File: src/rtl/lru_pkg.sv
`default_nettype none

package lru_pkg;

	localparam int unsigned MAX_FRAMES_DEF = 16;
	localparam int unsigned PAGE_BITS_DEF  = 16;

	localparam int unsigned FIU_W       = 5;
	localparam logic [FIU_W-1:0] FIU_RESET = 5'd16;

	localparam int unsigned FIELD_PAGE_W = 16;
	localparam int unsigned FRAME_IDX_W  = 4;
	localparam int unsigned FAULT_W      = 16;
	localparam logic [FAULT_W-1:0] FAULT_MAX = 16'hFFFF;

	localparam int unsigned S_TDATA_W = 16;
	localparam int unsigned M_TDATA_W = 40;
	localparam int unsigned M_TUSER_W = 2;

	// first-match flags rippled from cell to cell
	typedef struct packed {
		logic hit_seen;
		logic empty_seen;
	} lru_chain_t;

	// broadcast to every cell
	typedef struct packed {
		logic upd;
		logic clear;
		logic hit;
		logic fill;
	} lru_ctrl_t;

	typedef struct packed {
		logic                    hit;
		logic [FRAME_IDX_W-1:0]  frame_index;
		logic                    evicted_valid;
		logic [FIELD_PAGE_W-1:0] evicted_page;
		logic [FAULT_W-1:0]      fault_count;
	} lru_result_t;

endpackage

`default_nettype wire

File: src/rtl/lru_cell.sv
`default_nettype none

module lru_cell import lru_pkg::*; #(
	parameter int unsigned IDX       = 0,
	parameter int unsigned PAGE_BITS = PAGE_BITS_DEF,
	parameter int unsigned RANK_W    = 4,
	parameter int unsigned CNT_W     = 5
) (
	input  wire logic                 clk,
	input  wire logic                 arst_n,
	input  wire lru_ctrl_t            ctrl,
	input  wire logic [CNT_W-1:0]     count,
	input  wire logic [RANK_W-1:0]    oldest_rank,
	input  wire logic [RANK_W-1:0]    limit,
	input  wire logic [PAGE_BITS-1:0] page,
	input  wire lru_chain_t           chain_in,
	output lru_chain_t                chain_out,
	output logic                      sel,
	output logic [PAGE_BITS-1:0]      page_out,
	output logic [RANK_W-1:0]         rank_out
);

	logic                 valid_q;
	logic [RANK_W-1:0]    rank_q;
	logic [PAGE_BITS-1:0] page_q;
	logic                 active;
	logic                 match;
	logic                 empty;
	logic                 age;

	assign active = CNT_W'(IDX) < count;
	assign match  = active && valid_q && (page_q == page);
	assign empty  = active && !valid_q;

	assign chain_out.hit_seen   = chain_in.hit_seen || match;
	assign chain_out.empty_seen = chain_in.empty_seen || empty;

	always_comb begin
		if (ctrl.hit) begin
			sel = match && !chain_in.hit_seen;
		end else if (ctrl.fill) begin
			sel = empty && !chain_in.empty_seen;
		end else begin
			sel = active && (rank_q == oldest_rank);
		end
	end

	assign age = active && valid_q && !sel && (ctrl.fill || (rank_q < limit));

	always_ff @(posedge clk or negedge arst_n) begin
		if (!arst_n) begin
			valid_q <= 1'b0;
			rank_q  <= '0;
		end else if (ctrl.clear) begin
			valid_q <= 1'b0;
			rank_q  <= '0;
		end else if (ctrl.upd && sel) begin
			valid_q <= 1'b1;
			rank_q  <= '0;
		end else if (ctrl.upd && age) begin
			rank_q <= rank_q + RANK_W'(1);
		end
	end

	always_ff @(posedge clk) begin
		if (ctrl.upd && sel && !ctrl.hit) begin
			page_q <= page;
		end
	end

	assign page_out = page_q;
	assign rank_out = rank_q;

endmodule

`default_nettype wire

File: src/rtl/lru_skid.sv
`default_nettype none

module lru_skid import lru_pkg::*; (
	input  wire logic        clk,
	input  wire logic        arst_n,
	input  wire logic        in_valid,
	input  wire lru_result_t in_data,
	output logic             in_ready,
	output logic             out_valid,
	output lru_result_t      out_data,
	input  wire logic        out_ready
);

	logic        out_valid_q;
	logic        skid_valid_q;
	lru_result_t out_q;
	lru_result_t skid_q;
	logic        out_fire;

	assign out_fire = out_valid_q && out_ready;
	assign in_ready = !skid_valid_q;

	always_ff @(posedge clk or negedge arst_n) begin
		if (!arst_n) begin
			out_valid_q  <= 1'b0;
			skid_valid_q <= 1'b0;
		end else if (skid_valid_q) begin
			if (out_fire) begin
				skid_valid_q <= 1'b0;
			end
		end else if (in_valid) begin
			if (out_valid_q && !out_fire) begin
				skid_valid_q <= 1'b1;
			end
			out_valid_q <= 1'b1;
		end else if (out_fire) begin
			out_valid_q <= 1'b0;
		end
	end

	always_ff @(posedge clk) begin
		if (skid_valid_q) begin
			if (out_fire) begin
				out_q <= skid_q;
			end
		end else if (in_valid) begin
			if (out_valid_q && !out_fire) begin
				skid_q <= in_data;
			end else begin
				out_q <= in_data;
			end
		end
	end

	assign out_valid = out_valid_q;
	assign out_data  = out_q;

endmodule

`default_nettype wire

File: src/rtl/lru_page_replacement_core.sv
// LRU page replacement over a fully associative row of page frames. Each input transaction
// carries one page reference (tlast marks the last reference of a string, after which the
// frames and the fault count are cleared). One reference is accepted every clock cycle unless
// the output buffer is full, and its result is registered there; the rate is set by the
// combinational compare and recency update in the frame cells, where first-match flags ripple
// from cell to cell. A two-entry output buffer keeps the input ready while one result waits.
// Writing frames_in_use empties all frames and clears the fault count; 0 acts as one frame.
`default_nettype none

module lru_page_replacement_core import lru_pkg::*; #(
	parameter int unsigned MAX_FRAMES = MAX_FRAMES_DEF,
	parameter int unsigned PAGE_BITS  = PAGE_BITS_DEF
) (
	input  wire logic                 clk,
	input  wire logic                 arst_n,
	input  wire logic                 s_tvalid,
	output logic                      s_tready,
	input  wire logic [S_TDATA_W-1:0] s_tdata,   // [15:0] page_number
	input  wire logic                 s_tlast,   // end_of_string
	output logic                      m_tvalid,
	input  wire logic                 m_tready,
	// [3:0] frame_index, [19:4] evicted_page, [35:20] fault_count, [39:36] zero
	output logic [M_TDATA_W-1:0]      m_tdata,
	output logic [M_TUSER_W-1:0]      m_tuser,   // [0] hit, [1] evicted_valid
	input  wire logic                 cfg_we,
	input  wire logic [FIU_W-1:0]     cfg_wdata  // frames_in_use
);

	localparam int unsigned CNT_W  = $clog2(MAX_FRAMES + 1);
	localparam int unsigned RANK_W = (MAX_FRAMES > 1) ? $clog2(MAX_FRAMES) : 1;

	logic [FIU_W-1:0]     fiu_q;
	logic [FAULT_W-1:0]   faults_q;
	logic [CNT_W-1:0]     count;
	logic [RANK_W-1:0]    oldest_rank;
	logic [RANK_W-1:0]    limit;
	logic [PAGE_BITS-1:0] page_in;
	logic                 in_fire;
	lru_ctrl_t            ctrl;
	lru_chain_t           chain [MAX_FRAMES+1];
	logic [MAX_FRAMES-1:0] sel_vec;
	logic [PAGE_BITS-1:0] page_arr [MAX_FRAMES];
	logic [RANK_W-1:0]    rank_arr [MAX_FRAMES];
	logic [FRAME_IDX_W-1:0] frame_idx;
	logic [PAGE_BITS-1:0] sel_page;
	logic [FAULT_W-1:0]   faults_next;
	lru_result_t          res;
	lru_result_t          out_res;

	always_comb begin
		if (fiu_q == '0) begin
			count = CNT_W'(1);
		end else if (32'(fiu_q) > MAX_FRAMES) begin
			count = CNT_W'(MAX_FRAMES);
		end else begin
			count = CNT_W'(fiu_q);
		end
	end

	assign oldest_rank = RANK_W'(count - CNT_W'(1));
	assign page_in     = PAGE_BITS'(s_tdata);
	assign in_fire     = s_tvalid && s_tready;

	assign chain[0] = '0;

	assign ctrl.upd   = in_fire;
	assign ctrl.clear = cfg_we || (in_fire && s_tlast);
	assign ctrl.hit   = chain[MAX_FRAMES].hit_seen;
	assign ctrl.fill  = !chain[MAX_FRAMES].hit_seen && chain[MAX_FRAMES].empty_seen;

	for (genvar i = 0; i < MAX_FRAMES; i++) begin : g_cell
		lru_cell #(
			.IDX       (i),
			.PAGE_BITS (PAGE_BITS),
			.RANK_W    (RANK_W),
			.CNT_W     (CNT_W)
		) u_cell (
			.clk         (clk),
			.arst_n      (arst_n),
			.ctrl        (ctrl),
			.count       (count),
			.oldest_rank (oldest_rank),
			.limit       (limit),
			.page        (page_in),
			.chain_in    (chain[i]),
			.chain_out   (chain[i+1]),
			.sel         (sel_vec[i]),
			.page_out    (page_arr[i]),
			.rank_out    (rank_arr[i])
		);
	end

	always_comb begin
		limit     = '0;
		frame_idx = '0;
		sel_page  = '0;
		for (int i = 0; i < MAX_FRAMES; i++) begin
			if (sel_vec[i]) begin
				limit     = limit | rank_arr[i];
				frame_idx = frame_idx | FRAME_IDX_W'(i);
				sel_page  = sel_page | page_arr[i];
			end
		end
	end

	always_comb begin
		if (ctrl.hit || (faults_q == FAULT_MAX)) begin
			faults_next = faults_q;
		end else begin
			faults_next = faults_q + FAULT_W'(1);
		end
	end

	always_comb begin
		res.hit           = ctrl.hit;
		res.frame_index   = frame_idx;
		res.evicted_valid = !ctrl.hit && !ctrl.fill;
		res.evicted_page  = res.evicted_valid ? FIELD_PAGE_W'(sel_page) : '0;
		res.fault_count   = faults_next;
	end

	always_ff @(posedge clk or negedge arst_n) begin
		if (!arst_n) begin
			fiu_q    <= FIU_RESET;
			faults_q <= '0;
		end else if (cfg_we) begin
			fiu_q    <= cfg_wdata;
			faults_q <= '0;
		end else if (in_fire) begin
			faults_q <= s_tlast ? '0 : faults_next;
		end
	end

	lru_skid u_skid (
		.clk       (clk),
		.arst_n    (arst_n),
		.in_valid  (in_fire),
		.in_data   (res),
		.in_ready  (s_tready),
		.out_valid (m_tvalid),
		.out_data  (out_res),
		.out_ready (m_tready)
	);

	assign m_tdata = {4'd0, out_res.fault_count, out_res.evicted_page, out_res.frame_index};
	assign m_tuser = {out_res.evicted_valid, out_res.hit};

endmodule

`default_nettype wire

File: config.mk
export PLATFORM = sky130hd
export DESIGN_NAME = lru_page_replacement_core
export DESIGN_NICKNAME = d
export VERILOG_FILES = /design/src/rtl/lru_pkg.sv /design/src/rtl/lru_cell.sv /design/src/rtl/lru_skid.sv /design/src/rtl/lru_page_replacement_core.sv
export SDC_FILE = /design/constraint.sdc
export NUM_CORES = 1
export LEC_CHECK = 0
export BUFFER_PORTS_ARGS = -buffer_cell sky130_fd_sc_hd__buf_2
export CAP_MARGIN = 20
export CORE_MARGIN = 2
export CORE_UTILIZATION = 25
export DETAILED_ROUTE_END_ITERATION = 7
export HOLD_SLACK_MARGIN = 0.03
export SETUP_SLACK_MARGIN = 0.05
export SYNTH_ARGS = -nofsm -noshare
export SYNTH_HDL_FRONTEND = slang
export SYNTH_SLANG_ARGS = --single-unit
File: constraint.sdc
create_clock -name clk -period 15.55 [get_ports clk]
set_clock_uncertainty 0.2 [all_clocks]
set_input_delay 3.11 -clock clk [delete_from_list [all_inputs] [get_ports clk]]
set_output_delay 3.11 -clock clk [all_outputs]
set_load 0.005 [all_outputs]
==> results of run 1 <==
==> cell usage in the layout, fill, tap and decap left out, types with 15 or more instances in the layout <==
cell type  netlist  routed
edfxtp_1       332     332
xor2_1         172     172
xnor2_1        165     165
nand2_1        143     143
nor2_1         124     124
dfrtp_1        102     102
a21oi_1         86      84
nand3_1         66      66
ha_1            66      66
buf_2           36      65
o21ai_0         65      63
nand4_1         62      62
nor4_1          59      59
buf_4            5      57
a22oi_1         56      56
clkbuf_16        0      48
nor3_1          48      45
a22o_1          42      42
inv_1           39      39
mux2_2          37      37
or3_1           28      28
a222oi_1        24      24
and3_1          24      23
o21a_1          22      22
a221oi_1        22      22
nand2b_1        17      17
or2_2           15      15
or4_1           15      15
and2_1          15      15
==> cells in the mapped netlist, types with 6 or more instances <==
cell,n,area share
ha_1,66,0.033
o31ai_1,10,0.0030
xor2_1,172,0.061
a211oi_1,11,0.0033
o2111ai_1,8,0.0028
a22oi_1,56,0.017
nand2b_1,17,0.0043
and2_1,15,0.0038
nor2b_1,11,0.0028
a21o_1,10,0.0030
buf_2,36,0.0073
edfxtp_1,332,0.40
or3_1,28,0.0071
o22ai_1,8,0.0020
a22o_1,42,0.015
nand3_1,66,0.013
a21oi_1,86,0.017
nor3_1,48,0.0097
buf_1,6,0.00091
mux2_2,37,0.017
or2_2,15,0.0038
and3_1,24,0.0061
nand4_1,62,0.016
xnor2_1,165,0.059
mux2i_1,14,0.0057
nand2_1,143,0.022
nor4_1,59,0.015
o21ai_0,65,0.013
a31o_2,10,0.0035
a221oi_1,22,0.0078
nor2_1,124,0.019
nor4b_1,7,0.0025
o21a_1,22,0.0067
a222oi_1,24,0.0097
a31oi_1,14,0.0035
dfrtp_1,102,0.10
o211ai_1,7,0.0021
or4_1,15,0.0046
clkbuf_1,62,0.0094
xnor3_1,7,0.0064
a2111oi_0,9,0.0032
inv_1,39,0.0059
a211o_1,6,0.0021
==> state kept, by name (all words and copies together), names as in the netlist <==
name	flops
faults_q	16
fiu_q	5
g_cell.u_cell.page_out	256
g_cell.u_cell.rank_out	64
g_cell.u_cell.valid_q	16
u_skid.out_data	38
u_skid.out_valid	1
u_skid.skid_q	38
u_skid.skid_valid_q	1
==> through the flow <==
stage	setup slack (ps)	hold WS (ps)	instance area, um^2
after detailed placement	5890	285	26700
after floorplan	6290	250	24700
after CTS	6530	295	28300
after global placement	6080	281	26700
after global routing	6190	349	28300
final	6360	289	28300
==> critical path: stages <==
cell	delay [ps]
buf_2	600
xor2_1	190
nor4_1	560
nand3_1	250
or4_1	760
and3_1	300
nand4_1	100
buf_4	290
o21ai_2	190
buf_4	290
a22o_1	220
a221oi_1	250
nand4_1	170
a211oi_2	210
buf_4	310
ha_1	300
a211o_1	310
or2_2	280
a21oi_1	150
a21oi_1	100
or3_1	350
a21oi_1	150
==> power groups by stage <==
| stage | clock network [uW] | registers (uW) | logic (uW) |
|---|---|---|---|
| after floorplan | 0 | 1400 | 273 |
| after global placement | 0 | 1400 | 459 |
| after detailed placement | 0 | 1400 | 461 |
| after CTS | 1190 | 1380 | 463 |
| after global routing | 1230 | 1390 | 497 |
| final | 1170 | 1380 | 464 |
==> how the worst max path moves through the flow <==
| stage | cells after the start | end |
|---|---|---|
| floorplan | 22 | g_cell[15].u_cell.rank_out[2] |
| global placement | 21 | g_cell[15].u_cell.rank_out[2] |
| detailed placement | 22 | g_cell[15].u_cell.rank_out[2] |
| CTS | 22 | g_cell[15].u_cell.rank_out[2] |
| global route | 22 | g_cell[15].u_cell.rank_out[2] |
| finish | 22 | g_cell[15].u_cell.rank_out[2] |
==> logic make-up after synthesis <==
group                    Yosys count  share of synthesized area
XOR/XNOR                         345                      0.127
other                              1                   0.000152
buffers and inverters            152                     0.0264
flip-flops                       435                      0.508
AND/OR/NAND/NOR                  680                      0.148
multiplexers                      51                     0.0226
adder cells (fa/ha/maj)           66                     0.0335
AO/OA/AOI/OAI                    459                      0.134
==> metal layers <==
layer / part of all wire / vias to the layer above / GRT usage / wire, um
li1: - / 8469 / - / -
met5: 0 / - / 0 / 0
met3: 0.084 / 229 / 0.0305 / 7250
met4: 0.058 / 0 / 0.0848 / 5050
met1: 0.41 / 9363 / 0.218 / 35500
met2: 0.45 / 962 / 0.258 / 38600
==> cell type report <==
cell class              count  area [um^2]
fillers                 10200        69800
flip-flops and latches    435        12500
multi-input cells        1605        11600
well taps                1287         1610
clock buffers              57         1280
repair buffers            122          753
clock inverters            32          320
inverters                  40          150
==> reports/results.ini, run 1 <==
[worst_setup_path]
crit_path_start = s_tdata[11]
worstReg2RegStart = fiu_q[4]
cp-start-kind = input pin
path_class = input pin to flop
r2r-end = g_cell[12].u_cell.rank_out[2]
critPathArrivalTime_ps = 9520
crit_path_max_fanout = 32
critPathRequiredTime_ps = 15880
rrSetupSlack_ps = 7990
r2r_cells = 20
cp-end-kind = flop

[synth]
synthDistinctLibCells = 94
yosysSeqAreaShare = 0.508
synth_edf_count = 332
dominantRegCellSynth = edfxtp_1
synth_area_um2 = 24700
ys_ff_latch = 435
async_reset_ff_frac = 0.237
avgSynthCellArea_um2 = 11.3
yosys_warnings = 0
syn-instance-count = 2189

[global_routing]
antenna_found_initial = 0
grt_start_max_net_pins = 53
grt_pass1_vias = 18200
grt_remaining_overflow = 0
grtUsageTotal = 0.165
grt_pass1_wl_um = 126000

[place]
hpwlAfterDp_um = 61400
dp.cells = 3487
place.port_buffers = 66
gp_congestion = 0.957

[floorplan]
die_x_um = 318
dieArea_um2 = 101000
start_util = 0.252
coreArea_um2 = 98100
die_h_um = 318
num_rows = 115
num_io_pins = 71

[pwr]
p_clk_frac = 0.389
p_int_uw = 2180
p_sw_uw = 839
peakVddDrop_uv = 73.9
p_leak_uw = 0.00988
power_uw = 3020
combPwrFrac = 0.154
p_sw_frac = 0.278
power.density_nw_per_um2 = 107
power_frac_seq = 0.457

[routing]
route.vias.total = 19000
drc_errors = 0
detail_route.first_pass.iterations = 6
avgViaCountPerCell = 5.32
routedWlPerCell_um = 24.1
wirelength_um = 86400
drt_iter0_drc = 2664
ant_nets = 0

[sta]
finalSetupTns_ps = 0
slew_headroom = 0.259
rsz0062_at_grt = false
worst_pin_slew_ps = 1110
hold_violations = 0
fmax_mhz = 109
post-route-min-period_ps = 9190
drv_slew = 0
fin_crit_sh = 0.591
setup_viol_count_final = 0

[final_layout]
final_cells = 3578
area_delta_synth_final_pct = 14.6
fin_nets = 2345
diodes = 0
post-route-util = 0.288
final_layout_size_suffix_gt1_frac = 0.136

[worst_hold_path]
worstHoldPathType = flop to flop
min_path_cells = 1
min_from = faults_q[11]
worst_hold_path.endpoint = faults_q[11]

[clocking]
cts_hold_buf = 0
cts_resized = 0
cts_tree = built
cts.htree.levels = 2
clockBufferDepth = 3
clock_latency_ps = 610
numCtsBuffers = 48
path_clk_slew_ps = 60
clock_sinks = 435
cts-root-buf = clkbuf_16
post_cts_buffers = 0

[status]
status = complete, no violations

[job]
drv_cap = 0

Power figures use the tool's default switching activity.
==> run 2, diff against run 1 <==
==> constraint.sdc (replaced) <==
create_clock -name clk -period 9.5 [get_ports clk]
set_clock_uncertainty 0.2 [all_clocks]
set_input_delay 1.9 -clock clk [delete_from_list [all_inputs] [get_ports clk]]
set_output_delay 1.9 -clock clk [all_outputs]
set_load 0.005 [all_outputs]
==> run 2 against run 1 <==
  * Sequential share of layout area shrank 0.31 points
  * Clock power grew 75%
  * Register-to-register slack lost 5600 ps
  * Non-clock buffer count grew 11
  * Largest cell class unchanged
  * Critical path type unchanged
  * Hold slack gained 7.3 ps
  * The flow now finishes with violations (DRC)
==> reports/results.ini, run 2 (same netlist as run 1, synthesis figures left out) <==
[final_layout]
final_cell_mix = edfxtp_1 (332), xor2_1 (172), xnor2_1 (165), nand2_1 (143), nor2_1 (124)  ; unchanged
final_layout_size_suffix_gt1_frac = 0.139  ; was 0.136
largest_reg_flops = 256  ; unchanged
fin_nets = 2356  ; was 2345
final_common_cell = edfxtp_1  ; unchanged
diodes = 0  ; unchanged
fillerInstances = 10100  ; was 10200
area_delta_synth_final_pct = 15.4  ; was 14.6%

[floorplan]
die_h_um = 318  ; unchanged
dieArea_um2 = 101000  ; unchanged
num_rows = 115  ; unchanged
coreArea_um2 = 98100  ; unchanged
die_x_um = 318  ; unchanged
num_io_pins = 71  ; unchanged
start_util = 0.252  ; unchanged

[global_routing]
grtUsageTotal = 0.166  ; was 0.165
antenna_found_initial = 0  ; unchanged
grt_pass1_vias = 18500  ; was 18200
grt_start_max_net_pins = 55  ; was 53
grt_pass1_wl_um = 127000  ; was 126000 um
met1_usage = 0.224  ; was 0.218
top_usage_layer = met2  ; unchanged
grt_remaining_overflow = 0  ; unchanged
gr-usage-met2 = 0.263  ; was 0.258
use_met3 = 0.0272  ; was 0.0305

[clocking]
post_cts_buffers = 0  ; unchanged
cts_resized = 0  ; unchanged
numCtsBuffers = 48  ; unchanged
cts_tree = built  ; unchanged
clockBufferDepth = 3  ; unchanged
cts_hold_buf = 0  ; unchanged
clock_sinks = 435  ; unchanged
clock_latency_ps = 620  ; was 610 ps
path_clk_slew_ps = 60  ; about the same
cts-root-buf = clkbuf_16  ; unchanged
cts.htree.levels = 2  ; unchanged

[place]
gp_congestion = 0.982  ; was 0.957
hpwlAfterDp_um = 62000  ; was 61400 um
place.port_buffers = 66  ; unchanged

[worst_setup_path]
r2r_cells = 21  ; was 20
cp_common_cell = buf_4
path_class = input pin to flop  ; unchanged
cp-end-kind = flop  ; unchanged
max_stage_delay_ps = 710  ; was 760 ps
worstReg2RegStart = fiu_q[0]  ; was fiu_q[4]
crit_path_max_fanout = 32  ; unchanged
critPathRequiredTime_ps = 9850  ; was 15880 ps
path_cells = buf_2 -> xor2_1 -> nor4_1 -> nand3_1 -> or4_1 -> and3_1 -> nand4_1 -> buf_4 -> o21ai_2 -> buf_4 -> a222oi_1 -> nand4_1 -> a211oi_2 -> buf_4 -> ha_1 -> o21a_1 -> o21a_1 -> o21ai_0 -> a31oi_1 -> or4b_1 -> nand2_1  ; was buf_2 -> xor2_1 -> nor4_1 -> nand3_1 -> or4_1 -> and3_1 -> nand4_1 -> buf_4 -> o21ai_2 -> buf_4 -> a22o_1 -> a221oi_1 -> nand4_1 -> a211oi_2 -> buf_4 -> ha_1 -> a211o_1 -> or2_2 -> a21oi_1 -> a21oi_1 -> or3_1 -> a21oi_1
crit_path_top_delay_cell = or4_1  ; unchanged
rrSetupSlack_ps = 2380  ; was 7990 ps
cp_num_buf_inv = 4  ; unchanged
critPathTopFamily = simple AND/OR/NAND/NOR gates  ; unchanged
r2r-end = g_cell[12].u_cell.rank_out[2]  ; unchanged
critPathArrivalTime_ps = 7980  ; was 9520 ps
cp-start-kind = input pin  ; unchanged

[sta]
finalSetupTns_ps = 0  ; unchanged
drv_slew = 0  ; unchanged
setup_viol_count_final = 0  ; unchanged
fmax_mhz = 131
post-route-min-period_ps = 7640
fin_crit_sh = 0.804
worst_pin_slew_ps = 1160  ; was 1110 ps
rsz0062_at_grt = false  ; unchanged
hold-worst-slack_ps = 296  ; was 289 ps
slew_headroom = 0.228  ; was 0.259
hold_violations = 0  ; unchanged

[worst_hold_path]
min_path_cells = 1  ; unchanged
min_from = faults_q[11]  ; unchanged
worstHoldPathType = flop to flop  ; unchanged
worst_hold_path.endpoint = faults_q[11]  ; unchanged

[pwr]
p_int_uw = 3680  ; was 2180 uW
peakVddDrop_uv = 134  ; was 73.9 uV
p_sw_frac = 0.277  ; was 0.278
p_leak_uw = 0.00996  ; was 0.00988 uW
p_clk_frac = 0.404  ; was 0.389
combPwrFrac = 0.149  ; was 0.154
p_sw_uw = 1410  ; was 839 uW
power.density_nw_per_um2 = 178  ; was 107 nW/um^2
power_frac_seq = 0.447  ; was 0.457

[routing]
wirelength_um = 86600  ; was 86400 um
detail_route.first_pass.iterations = 8  ; was 6
drc_errors = 14  ; was 0
route.vias.total = 19300  ; was 19000
routedWlPerCell_um = 24.1  ; about the same
drt_iter0_drc = 2502  ; was 2664
ant_nets = 0  ; unchanged
avgViaCountPerCell = 5.38  ; was 5.32

[job]
drv_cap = 0  ; unchanged

[status]
status = finished, violations left  ; was complete, no violations
violations = DRC

run 2: how the worst max path moves through the flow:
stage	start	end	slack, ps	cells past startpoint
floorplan	s_tdata[2]	g_cell[15].u_cell.rank_out[2]	1450	22
global placement	s_tdata[0]	g_cell[12].u_cell.rank_out[2]	1400	21
detailed placement	s_tdata[0]	g_cell[12].u_cell.rank_out[2]	1270	21
CTS	s_tdata[0]	g_cell[12].u_cell.rank_out[2]	1900	20
global route	s_tdata[0]	g_cell[12].u_cell.rank_out[2]	1600	20
finish	s_tdata[0]	g_cell[12].u_cell.rank_out[2]	1860	21
run 2: layout make-up:
cell class,instances,area [um^2],share of cell area
Inverter,40,150,0.00527
Clock buffer,57,1240,0.0437
Sequential cell,435,12500,0.440
Multi-Input combinational cell,1605,11600,0.407
Clock inverter,33,483,0.0170
Timing Repair Buffer,133,843,0.0296
Tap cell,1287,1610,0.0565
run 2: stage by stage:
step	utilization	instance area (um^2)	total power, uW	cells	worst slack, ps
after floorplan	-	24700	2730	2192	1450
after global placement	0.272	26700	3060	3497	1400
after detailed placement	0.272	26700	3060	3497	1270
after CTS	0.290	28500	5120	3587	1900
after global routing	0.290	28500	5250	3590	1600
final	0.290	28500	5080	3590	1860
run 2: power by group through the flow:
| stage | Clock [uW] | Sequential, uW | Combinational [uW] |
|---|---|---|---|
| after global routing | 2160 | 2280 | 809 |
| after floorplan | 0 | 2280 | 447 |
| final | 2050 | 2270 | 759 |
| after CTS | 2100 | 2270 | 754 |
| after detailed placement | 0 | 2310 | 750 |
| after global placement | 0 | 2310 | 751 |
run 2: metal layers:
metal | routed length [um] | part of all wire
met5 | 0 | 0
met4 | 4130 | 0.048
met3 | 7490 | 0.086
met2 | 39100 | 0.45
met1 | 35900 | 0.41
==> run 3, diff against run 2 <==
==> constraint.sdc (replaced) <==
create_clock -name clk -period 6.8 [get_ports clk]
set_clock_uncertainty 0.2 [all_clocks]
set_input_delay 1.36 -clock clk [delete_from_list [all_inputs] [get_ports clk]]
set_output_delay 1.36 -clock clk [all_outputs]
set_load 0.005 [all_outputs]
==> run 3 against run 2 <==
  * The run now ends clean
  * Hold slack worse by 2.4 ps
  * Design area rose by 3.6%
  * Core utilization rose by 1.0 points
  * Via count grew 1.9%
  * Highest routed layer is now met5
  * Critical endpoint is now g_cell[0].u_cell.rank_out[2]
==> reports/results.ini, run 3 (same netlist as run 1, synthesis figures left out) <==
[global_routing]
grt_start_max_net_pins = 59  ; was 55
grt_pass1_vias = 19100  ; was 18500
grt_pass1_wl_um = 132000  ; was 127000 um
grtUsageTotal = 0.172  ; was 0.166
antenna_found_initial = 1  ; was 0
grt_remaining_overflow = 0  ; unchanged

[worst_hold_path]
min_from = faults_q[11]  ; unchanged
min_path_cells = 1  ; unchanged
worstHoldPathType = flop to flop  ; unchanged
worst_hold_path.endpoint = faults_q[11]  ; unchanged

[floorplan]
die_h_um = 318  ; unchanged
coreArea_um2 = 98100  ; unchanged
die_x_um = 318  ; unchanged
start_util = 0.252  ; unchanged
num_rows = 115  ; unchanged
dieArea_um2 = 101000  ; unchanged
num_io_pins = 71  ; unchanged

[worst_setup_path]
cp-end-kind = flop  ; unchanged
critPathRequiredTime_ps = 7120  ; was 9850 ps
path_cells = buf_4 -> nor2b_1 -> xnor2_2 -> buf_4 -> xnor2_1 -> nor4_1 -> a22oi_1 -> o21ai_2 -> a222oi_1 -> nand4_1 -> a211oi_4 -> buf_4 -> ha_1 -> a211o_1 -> o221ai_1 -> and2_1 -> a31oi_2 -> or3_1 -> a21oi_1  ; was buf_2 -> xor2_1 -> nor4_1 -> nand3_1 -> or4_1 -> and3_1 -> nand4_1 -> buf_4 -> o21ai_2 -> buf_4 -> a222oi_1 -> nand4_1 -> a211oi_2 -> buf_4 -> ha_1 -> o21a_1 -> o21a_1 -> o21ai_0 -> a31oi_1 -> or4b_1 -> nand2_1
max_stage_delay_ps = 820  ; was 710 ps
crit_path_max_fanout = 15  ; was 32
cp_common_cell = buf_4  ; unchanged
critPathArrivalTime_ps = 6790  ; was 7980 ps
r2r_cells = 19  ; was 21
rrSetupSlack_ps = 330  ; was 2380 ps
worstReg2RegStart = fiu_q[2]  ; was fiu_q[0]
crit_path_top_delay_cell = nor2b_1  ; was or4_1
cp-start-kind = flop  ; was input pin
r2r-end = g_cell[0].u_cell.rank_out[2]  ; was g_cell[12].u_cell.rank_out[2]
path_class = flop to flop  ; was input pin to flop

[routing]
avgViaCountPerCell = 5.29  ; was 5.38
routedWlPerCell_um = 24.1  ; about the same
route.vias.total = 19700  ; was 19300
wirelength_um = 89500  ; was 86600 um
drc_errors = 0  ; was 14
drt_iter0_drc = 2209  ; was 2502
ant_nets = 0  ; unchanged
detail_route.first_pass.iterations = 7  ; was 8

[clocking]
cts.htree.levels = 2  ; unchanged
clock_sinks = 435  ; unchanged
clock_latency_ps = 630  ; was 620 ps
cts-root-buf = clkbuf_16  ; unchanged
cts_tree = built  ; unchanged
clockBufferDepth = 3  ; unchanged
cts_resized = 0  ; unchanged
numCtsBuffers = 50  ; was 48
cts_hold_buf = 0  ; unchanged
path_clk_slew_ps = 60  ; about the same
post_cts_buffers = 0  ; unchanged

[sta]
finalSetupTns_ps = 0  ; unchanged
setup_viol_count_final = 0  ; unchanged
fmax_mhz = 155
rsz0062_at_grt = false  ; unchanged
drv_slew = 0  ; unchanged
post-route-min-period_ps = 6470
slew_headroom = 0.316  ; was 0.228
hold_violations = 0  ; unchanged
fin_crit_sh = 0.952
worst_pin_slew_ps = 1020  ; was 1160 ps

[final_layout]
diodes = 0  ; unchanged
fin_nets = 2483  ; was 2356
final_common_cell = edfxtp_1  ; unchanged
final_layout_size_suffix_gt1_frac = 0.184  ; was 0.139
fillerInstances = 10100  ; about the same
largest_reg_flops = 256  ; unchanged
final_cell_mix = edfxtp_1 (332), buf_4 (181), xor2_1 (172), xnor2_1 (165), nand2_1 (143)  ; was edfxtp_1 (332), xor2_1 (172), xnor2_1 (165), nand2_1 (143), nor2_1 (124)
area_delta_synth_final_pct = 19.6  ; was 15.4%

[pwr]
power_uw = 7020  ; was 5080 uW
power.density_nw_per_um2 = 238  ; was 178 nW/um^2
p_leak_uw = 0.0106  ; was 0.00996 uW
peakVddDrop_uv = 159  ; was 134 uV

[place]
gp_congestion = 0.962  ; was 0.982
hpwlAfterDp_um = 66100  ; was 62000 um
place.port_buffers = 66  ; unchanged

[job]
drv_cap = 0  ; unchanged

[status]
status = complete, no violations  ; was finished, violations left

## run 3: cell count changes in the layout (fill, tap and decap cells not counted), moves of 3 or more
cell	before	now
buf_12	0	12
buf_4	66	181
bufinv_16	10	5
clkinv_2	5	8
## run 3: metal layers
metal | up-vias | part of all wire | GRT usage
met3 | 192 | 0.085 | 0.0282
met2 | 1010 | 0.45 | 0.275
met1 | 9746 | 0.42 | 0.231
met4 | 2 | 0.047 | 0.0716
met5 | - | 0.00015 | 0
li1 | 8738 | - | -
## run 3: layout make-up
| class | instances | area [um^2] | share of cell area |
|---|---|---|---|
| timing repair buffer | 258 | 1920 | 0.0652 |
| sequential | 435 | 12500 | 0.425 |
| multi-input combinational | 1605 | 11600 | 0.394 |
| inverter | 40 | 150 | 0.00509 |
| tap | 1287 | 1610 | 0.0546 |
| clock inverter | 34 | 354 | 0.0120 |
| clock buffer | 60 | 1310 | 0.0443 |
## run 3: worst max-delay path: cells and delay by family, from the launching register on
| kind | cells | cell delay [ps] |
|---|---|---|
| xor gates and xnor gates | 2 | 440 |
| buffers and inverters | 3 | 770 |
| and+or+nand+nor | 5 | 1710 |
| adders and majority gates | 1 | 260 |
| DFF | 1 | 780 |
| AOI/OAI and AO/OA | 8 | 2180 |
## run 3: how the worst max path moves through the flow
stage / endpoint / start / slack (ps)
4_1_cts: g_cell[15].u_cell.rank_out[2] / fiu_q[2] / 530
6_report: g_cell[0].u_cell.rank_out[2] / fiu_q[2] / 330
3_5_place_dp: g_cell[2].u_cell.rank_out[2] / s_tdata[5] / 50
5_1_grt: g_cell[4].u_cell.rank_out[3] / fiu_q[4] / 170
3_3_place_gp: g_cell[15].u_cell.rank_out[2] / s_tdata[9] / 100
2_1_floorplan: g_cell[15].u_cell.rank_out[2] / s_tdata[0] / 50
## run 3: power breakdown
| part | switching, uW | internal (uW) | total, uW |
|---|---|---|---|
| logic | 700 | 399 | 1100 |
| clock network | 1170 | 1580 | 2750 |
| registers | 104 | 3070 | 3170 |
| total | 1980 | 5040 | 7020 |
## run 3: metrics by stage
stage               hold slack (ps)  instances  setup slack, ps   util  cell area [um^2]
CTS                             299       3718              530  0.301             29500
floorplan                       250       2192             50.7      -             24700
global placement                274       3624              103  0.284             27800
finish                          294       3719              330  0.301             29500
global route                    334       3719              170  0.301             29500
detailed placement              295       3624             50.0  0.284             27800
